## src/rtl/slug_pkg.sv

```systemverilog
// ----------------------------------------------------------------------------
// slug_pkg
// Shared types, constants and lookup functions for the UTF-8 / Latin-1 slug
// transliterator.
// ----------------------------------------------------------------------------
package slug_pkg;

    localparam logic [7:0] LEAD_C2   = 8'hC2;
    localparam logic [7:0] LEAD_C3   = 8'hC3;
    localparam logic [7:0] SEP_RESET = 8'd45;   // '-'
    localparam logic [7:0] CASE_BIT  = 8'd32;

    // Folded symbol codes
    typedef enum logic [4:0] {
        SYM_NONE,
        SYM_A,
        SYM_E,
        SYM_I,
        SYM_O,
        SYM_U,
        SYM_N,
        SYM_C,
        SYM_P,
        SYM_Y,
        SYM_X,
        SYM_R,
        SYM_D,
        SYM_SS,
        SYM_AE,
        SYM_OE,
        SYM_UE
    } sym_code_t;

    // Up to two ASCII characters produced by one symbol
    typedef struct packed {
        logic [1:0] len;
        logic [7:0] c0;
        logic [7:0] c1;
    } sym_t;

    // Latin-1 0xC0..0xFF, indexed by the low six bits
    function automatic sym_code_t upper_map(input logic [5:0] idx);
        sym_code_t r;
        case (idx)
            6'h00, 6'h01, 6'h02, 6'h03, 6'h05: r = SYM_A;
            6'h20, 6'h21, 6'h22, 6'h23, 6'h25: r = SYM_A;
            6'h04, 6'h06, 6'h24, 6'h26:        r = SYM_AE;
            6'h07, 6'h27:                      r = SYM_C;
            6'h08, 6'h09, 6'h0A, 6'h0B:        r = SYM_E;
            6'h28, 6'h29, 6'h2A, 6'h2B:        r = SYM_E;
            6'h0C, 6'h0D, 6'h0E, 6'h0F:        r = SYM_I;
            6'h2C, 6'h2D, 6'h2E, 6'h2F:        r = SYM_I;
            6'h10:                             r = SYM_D;
            6'h11, 6'h31:                      r = SYM_N;
            6'h12, 6'h13, 6'h14, 6'h15:        r = SYM_O;
            6'h30, 6'h32, 6'h33, 6'h34, 6'h35: r = SYM_O;
            6'h16, 6'h36:                      r = SYM_OE;
            6'h17:                             r = SYM_X;
            6'h19, 6'h1A, 6'h1B:               r = SYM_U;
            6'h39, 6'h3A, 6'h3B:               r = SYM_U;
            6'h1C, 6'h3C:                      r = SYM_UE;
            6'h1D, 6'h3D, 6'h3F:               r = SYM_Y;
            6'h1E, 6'h3E:                      r = SYM_P;
            6'h1F:                             r = SYM_SS;
            default:                           r = SYM_NONE;
        endcase
        return r;
    endfunction

    function automatic sym_code_t single_code(input logic [7:0] b);
        sym_code_t r;
        if (b >= 8'hC0) begin
            r = upper_map(b[5:0]);
        end
        else begin
            case (b)
                8'hA1:        r = SYM_I;
                8'hA2, 8'hA9: r = SYM_C;
                8'hA5:        r = SYM_Y;
                8'hAE:        r = SYM_R;
                8'hB5:        r = SYM_U;
                default:      r = SYM_NONE;
            endcase
        end
        return r;
    endfunction

    function automatic sym_code_t pair_code(input logic [7:0] lead, input logic [7:0] second);
        sym_code_t r;
        r = SYM_NONE;
        if (lead == LEAD_C3) begin
            if (second[7:6] == 2'b10) begin
                if (second == 8'h98 || second == 8'hB8) r = SYM_O;
                else                                    r = upper_map(second[5:0]);
            end
        end
        else if (lead == LEAD_C2) begin
            case (second)
                8'hB5:        r = SYM_U;
                8'hA7, 8'hA2: r = SYM_C;
                8'hA5:        r = SYM_Y;
                8'hAE:        r = SYM_R;
                default:      r = SYM_NONE;
            endcase
        end
        return r;
    endfunction

    function automatic sym_t sym_text(input sym_code_t code);
        sym_t r;
        r = '{len: 2'd1, c0: 8'h00, c1: 8'h00};
        case (code)
            SYM_A:   r.c0 = "a";
            SYM_E:   r.c0 = "e";
            SYM_I:   r.c0 = "i";
            SYM_O:   r.c0 = "o";
            SYM_U:   r.c0 = "u";
            SYM_N:   r.c0 = "n";
            SYM_C:   r.c0 = "c";
            SYM_P:   r.c0 = "p";
            SYM_Y:   r.c0 = "y";
            SYM_X:   r.c0 = "x";
            SYM_R:   r.c0 = "r";
            SYM_D:   r.c0 = "d";
            SYM_SS:  r = '{len: 2'd2, c0: "s", c1: "s"};
            SYM_AE:  r = '{len: 2'd2, c0: "a", c1: "e"};
            SYM_OE:  r = '{len: 2'd2, c0: "o", c1: "e"};
            SYM_UE:  r = '{len: 2'd2, c0: "u", c1: "e"};
            default: r.len = 2'd0;
        endcase
        return r;
    endfunction

    // One byte on its own: alphanumerics pass, capitals fold, rest via table
    function automatic sym_t single_sym(input logic [7:0] b);
        sym_t r;
        if ((b >= "a" && b <= "z") || (b >= "0" && b <= "9")) begin
            r = '{len: 2'd1, c0: b, c1: 8'h00};
        end
        else if (b >= "A" && b <= "Z") begin
            r = '{len: 2'd1, c0: b | CASE_BIT, c1: 8'h00};
        end
        else begin
            r = sym_text(single_code(b));
        end
        return r;
    endfunction

endpackage

```

## src/rtl/utf8_latin1_slug_transliterator.sv

```systemverilog
// ----------------------------------------------------------------------------
// utf8_latin1_slug_transliterator
// Streams a UTF-8 / Latin-1 string byte by byte into a lower-case ASCII slug.
// ----------------------------------------------------------------------------
// An input byte is taken into an input register, translated combinationally
// into up to four slug characters (owed separator, a flushed lead byte and
// the byte's own one or two letters) and loaded into a result buffer that
// drains one result per cycle while out_ready is high, through its single
// read port; the next byte is taken in the cycle the last result of the
// previous one leaves. Between input transfer and first result lie the
// input register and the result buffer. A 0xC2/0xC3 lead byte gives no
// result until the following byte, unless it is the last byte of the string.
// The separator register may only be written while the block is idle.
module utf8_latin1_slug_transliterator
(
    input  logic                    clk,
    input  logic                    rst_n,
    input  logic                    cfg_we,
    input  logic [7:0]              cfg_wdata,
    input  logic                    in_valid,
    output logic                    in_ready,
    input  logic [7:0]              in_byte,
    input  logic                    last_byte,
    output logic                    out_valid,
    input  logic                    out_ready,
    output logic [7:0]              out_byte,
    output logic                    byte_valid,
    output logic                    end_of_string,
    output logic                    last_of_run
);
    import slug_pkg::*;

    typedef struct packed {
        logic [3:0][7:0] chars;
        logic [2:0]      cnt;
        logic            owed;
        logic            seen;
    } acc_t;

    function automatic acc_t push_sym(input acc_t a, input sym_t s, input logic [7:0] sep);
        acc_t r;
        r = a;
        if (s.len != 2'd0) begin
            if (r.owed) begin
                r.chars[r.cnt[1:0]] = sep;
                r.cnt  = r.cnt + 3'd1;
                r.owed = 1'b0;
            end
            r.chars[r.cnt[1:0]] = s.c0;
            r.cnt = r.cnt + 3'd1;
            if (s.len == 2'd2) begin
                r.chars[r.cnt[1:0]] = s.c1;
                r.cnt = r.cnt + 3'd1;
            end
            r.seen = 1'b1;
        end
        else if (r.seen) begin
            r.owed = 1'b1;
        end
        return r;
    endfunction

    // configuration
    logic [7:0]      sep_reg;

    // input register
    logic            in_valid_reg;
    logic [7:0]      in_byte_reg;
    logic            last_reg;

    // string state
    logic [7:0]      held_reg, held_next;
    logic            held_valid_reg, held_valid_next;
    logic            seen_reg, seen_next;
    logic            owed_reg, owed_next;

    // result buffer
    logic            buf_valid_reg;
    logic [3:0][7:0] buf_chars_reg;
    logic [1:0]      buf_last_idx_reg;
    logic [1:0]      buf_idx_reg;
    logic            buf_bare_reg;
    logic            buf_eos_reg;

    acc_t            acc;
    sym_code_t       pc;
    logic            consumed;
    logic            emit;
    logic            advance;
    logic            pop;
    logic            buf_free;

    // ---------------------------------------------------------------- translate
    always_comb begin
        acc             = '{chars: '0, cnt: 3'd0, owed: owed_reg, seen: seen_reg};
        held_next       = held_reg;
        held_valid_next = held_valid_reg;
        consumed        = 1'b0;
        pc              = SYM_NONE;

        if (held_valid_reg) begin
            held_valid_next = 1'b0;
            pc = pair_code(held_reg, in_byte_reg);
            if (pc != SYM_NONE) begin
                acc      = push_sym(acc, sym_text(pc), sep_reg);
                consumed = 1'b1;
            end
            else begin
                acc = push_sym(acc, single_sym(held_reg), sep_reg);
            end
        end

        if (!consumed) begin
            // a lead byte on the last byte is not held
            if (!last_reg && (in_byte_reg == LEAD_C2 || in_byte_reg == LEAD_C3)) begin
                held_next       = in_byte_reg;
                held_valid_next = 1'b1;
            end
            else begin
                acc = push_sym(acc, single_sym(in_byte_reg), sep_reg);
            end
        end

        seen_next = acc.seen;
        owed_next = acc.owed;
        if (last_reg) begin
            held_next       = 8'h00;
            held_valid_next = 1'b0;
            seen_next       = 1'b0;
            owed_next       = 1'b0;
        end

        emit = (acc.cnt != 3'd0) || last_reg;
    end

    // ---------------------------------------------------------------- handshake
    assign last_of_run = (buf_idx_reg == buf_last_idx_reg);
    assign pop         = buf_valid_reg && out_ready;
    assign buf_free    = !buf_valid_reg || (out_ready && last_of_run);
    assign advance     = in_valid_reg && buf_free;
    assign in_ready    = !in_valid_reg || buf_free;

    assign out_valid     = buf_valid_reg;
    assign out_byte      = buf_bare_reg ? 8'h00 : buf_chars_reg[buf_idx_reg];
    assign byte_valid    = !buf_bare_reg;
    assign end_of_string = buf_eos_reg && last_of_run;

    // ---------------------------------------------------------------- registers
    always_ff @(posedge clk or negedge rst_n)
    begin
        if (!rst_n)
        begin
            sep_reg        <= SEP_RESET;
            in_valid_reg   <= 1'b0;
            held_reg       <= 8'h00;
            held_valid_reg <= 1'b0;
            seen_reg       <= 1'b0;
            owed_reg       <= 1'b0;
            buf_valid_reg  <= 1'b0;
            buf_idx_reg    <= 2'd0;
        end
        else
        begin
            if (cfg_we)
            begin
                sep_reg <= cfg_wdata;
            end

            if (in_ready)
            begin
                in_valid_reg <= in_valid;
            end

            if (advance)
            begin
                held_reg       <= held_next;
                held_valid_reg <= held_valid_next;
                seen_reg       <= seen_next;
                owed_reg       <= owed_next;
            end

            // a new run fills an empty buffer or replaces the one whose last result leaves this cycle
            if (advance && emit)
            begin
                buf_valid_reg <= 1'b1;
                buf_idx_reg   <= 2'd0;
            end
            else if (pop)
            begin
                if (last_of_run) buf_valid_reg <= 1'b0;
                else             buf_idx_reg   <= buf_idx_reg + 2'd1;
            end
        end
    end

    // payload registers
    always_ff @(posedge clk)
    begin
        if (in_ready && in_valid)
        begin
            in_byte_reg <= in_byte;
            last_reg    <= last_byte;
        end

        if (advance && emit)
        begin
            buf_chars_reg    <= acc.chars;
            buf_bare_reg     <= (acc.cnt == 3'd0);
            buf_eos_reg      <= last_reg;
            buf_last_idx_reg <= (acc.cnt == 3'd0) ? 2'd0 : 2'(acc.cnt - 3'd1);
        end
    end

endmodule

```

## config.mk

```make
export PLATFORM = sky130hd
export DESIGN_NAME = utf8_latin1_slug_transliterator
export DESIGN_NICKNAME = d
export VERILOG_FILES = /design/src/rtl/slug_pkg.sv /design/src/rtl/utf8_latin1_slug_transliterator.sv
export SDC_FILE = /design/constraint.sdc
export NUM_CORES = 1
export LEC_CHECK = 0
export ABC_AREA = 1
export BUFFER_PORTS_ARGS = -buffer_cell sky130_fd_sc_hd__buf_4
export CORE_ASPECT_RATIO = 1.1
export CORE_MARGIN = 2
export CORE_UTILIZATION = 60
export CTS_CLUSTER_DIAMETER = 50
export CTS_CLUSTER_SIZE = 16
export DETAILED_ROUTE_END_ITERATION = 10
export PLACE_DENSITY = 0.78
export SETUP_SLACK_MARGIN = 0.15
export SYNTH_ARGS = -nofsm -noshare
export SYNTH_HDL_FRONTEND = slang
export SYNTH_SLANG_ARGS = --single-unit
```

## constraint.sdc

```tcl
create_clock -name clk -period 5.5 [get_ports clk]
set_input_delay 1.1 -clock clk [delete_from_list [all_inputs] [get_ports clk]]
set_output_delay 1.1 -clock clk [all_outputs]
set_load 0.02 [all_outputs]
```

# ---- Yosys cells after proc, flatten, opt, wreduce, memory -nomap -nowiden
# Memories as Yosys holds them, arrays and structs flattened. A register that Yosys moved wholly into a read port is not among the register bits.
# Cells that the tools add are included.
dict set report totals {
  regBits 68
  mem_bits_ro 960
  in_bits 22
  out_inout_bits 13
  word_cells 308
  memories 3
}
dict set report classes {
  n_addsub 9
  magnitude_cmp 29
  eq_ne 74
  mux 112
  n_reduce_logical 64
}
# name words width rd rd_clocked_by_memory_dff wr line
set memory_table {}
lappend memory_table {{(name not given)} 64 5 1 1 0 slug_pkg.sv:44} ;# case (idx)
lappend memory_table {{(name not given)} 64 5 1 0 0 slug_pkg.sv:44}
lappend memory_table {{(name not given)} 64 5 1 1 0 slug_pkg.sv:44}
# cell n
set op_table {}
lappend op_table {{case mux 7 bit (13 select lines)} 3}
lappend op_table {{bitwise mux 32 bit} 7}
lappend op_table {{2-to-1 mux 35 bit} 6}
lappend op_table {{== test 8 bit (second input constant)} 19}
lappend op_table {{2-to-1 mux 37 bit} 4}
lappend op_table {{2-to-1 mux 18 bit} 8}
lappend op_table {{2-to-1 mux 36 bit} 4}
lappend op_table {{2-to-1 mux 8 bit} 16}
lappend op_table {{== test 5 x 4 -> 1 bit (second input constant)} 24}
lappend op_table {{demux 8 bit (select 2 bit)} 7}
lappend op_table {{2-to-1 mux 12 bit} 7}
lappend op_table {{2-to-1 mux 5 bit} 14}
lappend op_table {{== test 5 x 3 -> 1 bit (second input constant)} 12}
lappend op_table {{case mux 7 bit (2 select lines)} 3}
lappend op_table {{case mux 4 bit (5 select lines)} 2}
lappend op_table {{OR reduction 12 bit} 3}
lappend op_table {{>= comparator 8 x 7 -> 1 bit (second input constant)} 4}
lappend op_table {{<= comparator 8 x 7 -> 1 bit (second input constant)} 4}
lappend op_table {{== test 5 x 2 -> 1 bit (second input constant)} 6}
lappend op_table {{< comparator 2 x 3 -> 1 bit (second input constant)} 8}
lappend op_table {{OR reduction 2 bit} 12}
lappend op_table {{adder 3 x 1 -> 3 bit (second input constant)} 7}
lappend op_table {{logical AND 1 bit} 20}
lappend op_table {{2-to-1 mux 1 bit} 18}
lappend op_table {{28 further kinds} 70}

# ---- Logic depth before layout (Yosys ltp)
dict set report depth {
  ltp_word 54
  mapped_depth 34
  depth_no_buf 34
}

# ---- Worst setup path before layout
# Ideal clock, no wire load.
dict set report synth_path {
  path_kind {reg-to-reg}
  from {register in_byte_reg[6]}
  to {register buf_bare_reg (enable)}
  t_arrival_ps 4499
  required_ps 5109
  slack_ps 611
  path_stages_with_launch 32
  n_path_buf 1
  cell_sequence {edfxtp_1 -> inv_2 -> nand2_2 -> nor2_4 -> nand2_2 -> nand2_1 -> nand2_1 -> nand2_1 -> inv_2 -> nand2_1 -> nand2_2 -> nor2_2 -> a21oi_1 -> nand2_1 -> nor2_2 -> a21oi_1 -> nand2_1 -> o21ai_2 -> inv_1 -> ha_1 -> nand2_1 -> nand2_1 -> ha_1 -> clkbuf_1 -> clkinv_1 -> nand3_1 -> nand2_1 -> nand2_2 -> nand3_2 -> nand3_2 -> nand2_1 -> inv_1}
}
dict set report synth_via {
  elab_chain_cells 30
}
# item line
set synth_rtl {}
lappend synth_rtl {{start, declared} utf8_latin1_slug_transliterator.sv:68} ;# logic [7:0] in_byte_reg;
lappend synth_rtl {{start signal, assigned} utf8_latin1_slug_transliterator.sv:201} ;# in_byte_reg <= in_byte;
lappend synth_rtl {{== test 8 bit (on tied branches)} {slug_pkg.sv:76, slug_pkg.sv:98, slug_pkg.sv:93}}
lappend synth_rtl {{OR reduction 2 bit / logical OR 1 bit (equally long branches)} {slug_pkg.sv:98, slug_pkg.sv:93}}
lappend synth_rtl {{case mux 4 bit (4 select lines) / 2-to-1 mux 5 bit (equally long branches)} {slug_pkg.sv:98, slug_pkg.sv:93}}
lappend synth_rtl {{2-to-1 mux 4 bit / 2-to-1 mux 5 bit (equally long branches)} {slug_pkg.sv:97, slug_pkg.sv:92}}
lappend synth_rtl {{2-to-1 mux 5 bit} slug_pkg.sv:91} ;# if (lead == LEAD_C3) begin
lappend synth_rtl {{2-to-1 mux 5 bit} utf8_latin1_slug_transliterator.sv:101} ;# if (held_valid_reg) begin
lappend synth_rtl {{== test 5 x 4 -> 1 bit (tied with other cells)} slug_pkg.sv:112} ;# case (code)
lappend synth_rtl {{OR reduction 12 bit (no line) / OR reduction 4 bit (equally long branches)} n/a}
lappend synth_rtl {{[14 not listed]} n/a}
lappend synth_rtl {{adder 3 x 1 -> 3 bit} utf8_latin1_slug_transliterator.sv:53} ;# r.cnt = r.cnt + 3'd1;
lappend synth_rtl {{2-to-1 mux 35 bit} utf8_latin1_slug_transliterator.sv:51} ;# if (s.len == 2'd2) begin
lappend synth_rtl {{2-to-1 mux 35 bit} utf8_latin1_slug_transliterator.sv:43} ;# if (s.len != 2'd0) begin
lappend synth_rtl {{2-to-1 mux 37 bit} utf8_latin1_slug_transliterator.sv:115} ;# if (!last_reg && (in_byte_reg == LEAD_C2 || in_byte_reg == LEAD_C3)) begin
lappend synth_rtl {{2-to-1 mux 37 bit *} utf8_latin1_slug_transliterator.sv:113} ;# if (!consumed) begin
lappend synth_rtl {{nonzero test 3 bit *} utf8_latin1_slug_transliterator.sv:133} ;# emit = (acc.cnt != 3'd0) || last_reg;
lappend synth_rtl {{logical OR 1 bit *} utf8_latin1_slug_transliterator.sv:133}
lappend synth_rtl {{logical AND 1 bit *} utf8_latin1_slug_transliterator.sv:205} ;# if (advance && emit)
lappend synth_rtl {{end signal, assigned} utf8_latin1_slug_transliterator.sv:208} ;# buf_bare_reg <= (acc.cnt == 3'd0);
lappend synth_rtl {{end, declared} utf8_latin1_slug_transliterator.sv:82} ;# logic buf_bare_reg;
# Every way passes the cells marked *; elsewhere a longest branch is shown, timed or not. The select of a mux whose other input is x is not followed.
# A chain may end at the register's enable or synchronous reset.

# ---- Worst setup path after layout
dict set report layout_path {
  from {register held_reg[4]}
  to {register buf_chars_reg[23] (netlist bit) (enable)}
}
dict set report layout_via {
  elab_chain_cells 34
}
# item line
set layout_rtl {}
lappend layout_rtl {{start, declared} utf8_latin1_slug_transliterator.sv:72} ;# logic [7:0] held_reg, held_next;
lappend layout_rtl {{start signal, assigned} utf8_latin1_slug_transliterator.sv:176} ;# held_reg <= held_next;
lappend layout_rtl {{parallel branches: the longest is 30 deep, another holds memory read (64 x 5 bit)} n/a}
lappend layout_rtl {{2-to-1 mux 37 bit *} utf8_latin1_slug_transliterator.sv:113}
lappend layout_rtl {{nonzero test 3 bit *} utf8_latin1_slug_transliterator.sv:133}
lappend layout_rtl {{logical OR 1 bit *} utf8_latin1_slug_transliterator.sv:133}
lappend layout_rtl {{logical AND 1 bit *} utf8_latin1_slug_transliterator.sv:205}
lappend layout_rtl {{end signal, assigned} utf8_latin1_slug_transliterator.sv:207} ;# buf_chars_reg <= acc.chars;
lappend layout_rtl {{end, declared} utf8_latin1_slug_transliterator.sv:79} ;# logic [3:0][7:0] buf_chars_reg;
# Every way passes the cells marked *. The select of a mux whose other input is x is not followed.

==> impl_results.rst <==
.. list-table::
   :header-rows: 1

   * - Metric
     - Value
   * - Layout cells sized above 1
     - 0.158
   * - Compound-Gate Fraction of Synth Area
     - 0.161
   * - RSZ-0062 raised after global routing
     - no
   * - Cell Area, Synth
     - roughly 0.0068 mm^2
   * - Setup TNS Final
     - 0 ns
   * - Number of flip-flops under the largest register name
     - 32
   * - Area of placed instances
     - approximately 0.0071 mm^2
   * - Clock skew after layout
     - between 0.01 and 0.015 ns
   * - Status
     - completed
   * - Combined global-route utilization of all metal layers
     - 0.335
   * - Net count of the mapped netlist
     - between 1000 and 1500
   * - Final setup violation count
     - 0
   * - Share of the synthesized netlist area taken by xor and xnor gates
     - 0.00517
   * - Maximum resistive drop on vdd
     - between 200 and 300 uV
   * - Number of I/O pins
     - 35
   * - Final Hold Viols
     - 0
   * - 1st-iter DRT viols
     - just over 700
   * - Clock insertion delay at the later pin of the skew report
     - ~0.35 ns
   * - Port buffer count
     - 34
   * - Effective utilization at floorplan
     - 0.618
   * - Antenna viol nets, final
     - 0
   * - Worst Setup Start Kind
     - flop
   * - CORE AREA
     - approximately 0.011 mm^2
   * - Post-route cell area
     - approximately 0.0075 mm^2
   * - Leading cell type in the layout, fill and taps excluded
     - nand2_1
   * - Height of the chip
     - 115 um
   * - Endpoint arrival time on the critical path
     - around 5.1 ns
   * - Synth Register Bits
     - 73
   * - Type of the worst setup path
     - reg2reg
   * - TritonCTS clock tree
     - yes
   * - First drt pass iteration count
     - 7
   * - Synthesized-area fraction occupied by and/or/nand/nor cells
     - 0.416
   * - Syn-to-layout area delta
     - 10.3%
   * - CTS root buffer
     - clkbuf_16
   * - Highest clock rate
     - 200 MHz
   * - Post-Route WL
     - 20300 um
   * - Number of hold buffers added after cts
     - 0
   * - Asr flop ratio synth
     - 0.315
   * - Number of clock buffers inserted by TritonCTS
     - 9
   * - Worst path slowest cell
     - dfrtp_1
   * - Area occupied by registers
     - between 0.002 and 0.0025 mm^2
   * - Number of global-route vias before repair
     - between 6000 and 7000
   * - Critical-path maximum fanout
     - 36
   * - Hold Path Stages
     - 2
   * - Clock Path Buffers
     - 2
   * - Final Max Tran Viols
     - 0
   * - Synthesis warning total
     - 0
   * - Global-route wire length before repair
     - between 30000 and 40000 um
   * - Adder-cell share of the synthesized area
     - 0.0185
   * - Die footprint
     - ~0.012 mm^2
   * - Filler cell count in the final layout
     - ~1000
   * - Combinational family with the most area after synthesis
     - simple AND/OR/NAND/NOR gates
   * - Critical Path Max Stage Delay
     - 0.52 ns
   * - Total net switching power
     - ~1.3 mW
   * - Cell type with the highest occurrence count on the critical path
     - nand2_1
   * - Power Dens Cells
     - about 380 mW/mm^2
   * - Via Count
     - roughly 7100
   * - Shortest period the worst path allows
     - approximately 5 ns
   * - Util after Layout
     - 0.682
   * - Gpl congestion
     - between 1 and 1.5
   * - Distinct cell type count after synthesis
     - 59
   * - Area used by multi-input combinational logic
     - 0.00411 mm^2
   * - Commonest cells after routing, fill and taps aside
     - nand2_1 (294), nor2_1 (122), inv_1 (104)
   * - P_int
     - about 1.6 mW
   * - Register area share after synthesis
     - 0.300
   * - Worst-path clk slew
     - ~0.070 ns
   * - Synthesized instance count
     - ~1100
   * - Hold Path Class
     - reg2reg
   * - Critical Path Sink Type
     - flop
   * - Num rows
     - 40
   * - Grt total ovfl
     - 0
   * - Post-CTS Repair Setup Buffers
     - 0
   * - Worst slew margin relative to its limit
     - 0.363
   * - DRC violation count after routing
     - 0
   * - Worst R2R Setup Slack
     - 0.50 ns
   * - # resized after CTS
     - 0
   * - End of the worst hold path
     - seen_reg$_DFFE_PN0P_
   * - Final HPWL DP
     - 15800 um
   * - Pin slew with the least headroom to its limit
     - around 0.94 ns
   * - Path depth of the worst reg2reg path
     - 29
   * - Pin count of the biggest net entering global routing
     - 37
   * - Average wire length per cell after detail routing
     - roughly 16 um
   * - Capture point of the worst reg-to-reg path
     - buf_chars_reg[23]$_SDFFCE_PP0P_
   * - Number of antenna violations at the first check in global routing
     - 0
   * - Design Power
     - 2.87 mW
   * - RR Startpoint
     - held_reg[4]$_DFFE_PN0P_
   * - Required time worst endpoint
     - 5.59 ns
   * - Avg Inst Size Synth
     - roughly 6.4 um^2
   * - Max Cap Violations
     - 0
   * - H-Tree Level Count
     - 3
   * - Sinks on the clock net
     - 73
   * - Count of inserted antenna diode cells
     - 0
   * - Final period util
     - 0.910
   * - Net Sw Frac
     - 0.450
   * - Number of nets in the layout
     - 1113
   * - Share of cell area taken by muxes after synthesis
     - 0.00148
   * - Fraction of power consumed by the clock network
     - 0.205
   * - Post-Route Hold Slack
     - approximately 0.57 ns
   * - Die span in x
     - 105 um
   * - P_leak
     - 3.71 nW
   * - Source of the worst hold timing path
     - seen_reg$_DFFE_PN0P_
   * - Combinational share of power
     - 0.469
   * - Dominant synthesized flop cell
     - edfxtp_1
   * - Sequential cell fraction of total power
     - 0.326
   * - Vias per Instance
     - between 5 and 6
   * - Count of flip-flops with a built-in enable after synthesis
     - 45
## cell usage after synthesis, drive strengths merged (4+ instances only)
master / n / share of area
a31oi: 7 / 0.0065
ha: 10 / 0.018
dfxtp: 5 / 0.015
dfrtp: 19 / 0.070
a21oi: 62 / 0.047
nand4: 19 / 0.018
nand3b: 6 / 0.0066
o211ai: 6 / 0.0066
buf: 13 / 0.013
nor4: 5 / 0.0055
nor2: 150 / 0.10
clkbuf: 11 / 0.0066
nor3: 15 / 0.011
edfxtp: 45 / 0.20
o2111ai: 4 / 0.0052
nand2: 322 / 0.19
inv: 137 / 0.077
dfstp: 4 / 0.016
nand3: 92 / 0.078
o21ai: 89 / 0.068
## metrics by stage
stage / instances / setup WS [ns]
2_1_floorplan: 1053 / 0.611
3_3_place_gp: 1217 / 0.570
4_1_cts: 1233 / 0.465
3_5_place_dp: 1217 / 0.515
5_1_grt: 1233 / 0.167
6_report: 1233 / 0.496
## power groups by stage
stage          sequential [mW]  combinational, mW  clock, mW
4_1_cts                  0.935               1.32      0.592
6_report                 0.937               1.35      0.589
3_5_place_dp             0.945               1.32          0
3_3_place_gp             0.943               1.31          0
5_1_grt                  0.953               1.46      0.615
2_1_floorplan            0.885              0.961          0
## critical path, delay by kind of cell (launching register included)
| kind | cells | cell delay, ns |
|---|---|---|
| AO/OA/AOI/OAI | 4 | 0.71 |
| flip-flops | 1 | 0.52 |
| AND/OR/NAND/NOR | 17 | 2.20 |
| buffers and inverters | 5 | 0.54 |
| adder cells (fa/ha/maj) | 3 | 0.73 |
## kinds of logic (layout without fill, tap and decap cells)
family          count (synthesis)  in the layout
xor+xnor                        4              4
buf+inv                       164            197
mux                             1              1
simple gates                  610            610
fa+ha+maj                      10             10
flops                          73             73
compound gates                191            191
## layout make-up
type	count	area share
multi-input combinational	816	0.550
sequential	73	0.272
inverter	140	0.0710
timing repair buffer	41	0.0429
clock buffer	10	0.0306
tap	147	0.0246
clock inverter	6	0.00904
## metal layers
metal  global-route usage  vias up  routed length [um]
li1                     -     3542                   -
met1                0.417     3207                8210
met2                0.581      340                9910
met3               0.0551       55                1380
met4                0.140        0                 777
met5                    0        -                   0
## how the worst max path moves through the flow
stage                              from                         endpoint  depth (start not counted)
2_1_floorplan  in_byte_reg[6]$_DFFE_PP_           buf_bare_reg$_DFFE_PP_                         31
3_3_place_gp    held_reg[2]$_DFFE_PN0P_  buf_chars_reg[31]$_SDFFCE_PP0P_                         29
3_5_place_dp    held_reg[2]$_DFFE_PN0P_  buf_chars_reg[31]$_SDFFCE_PP0P_                         29
4_1_cts         held_reg[2]$_DFFE_PN0P_  buf_chars_reg[23]$_SDFFCE_PP0P_                         29
5_1_grt         held_reg[7]$_DFFE_PN0P_       buf_chars_reg[1]$_DFFE_PP_                         28
6_report        held_reg[4]$_DFFE_PN0P_  buf_chars_reg[23]$_SDFFCE_PP0P_                         29
Power figures use the tool's default switching activity.
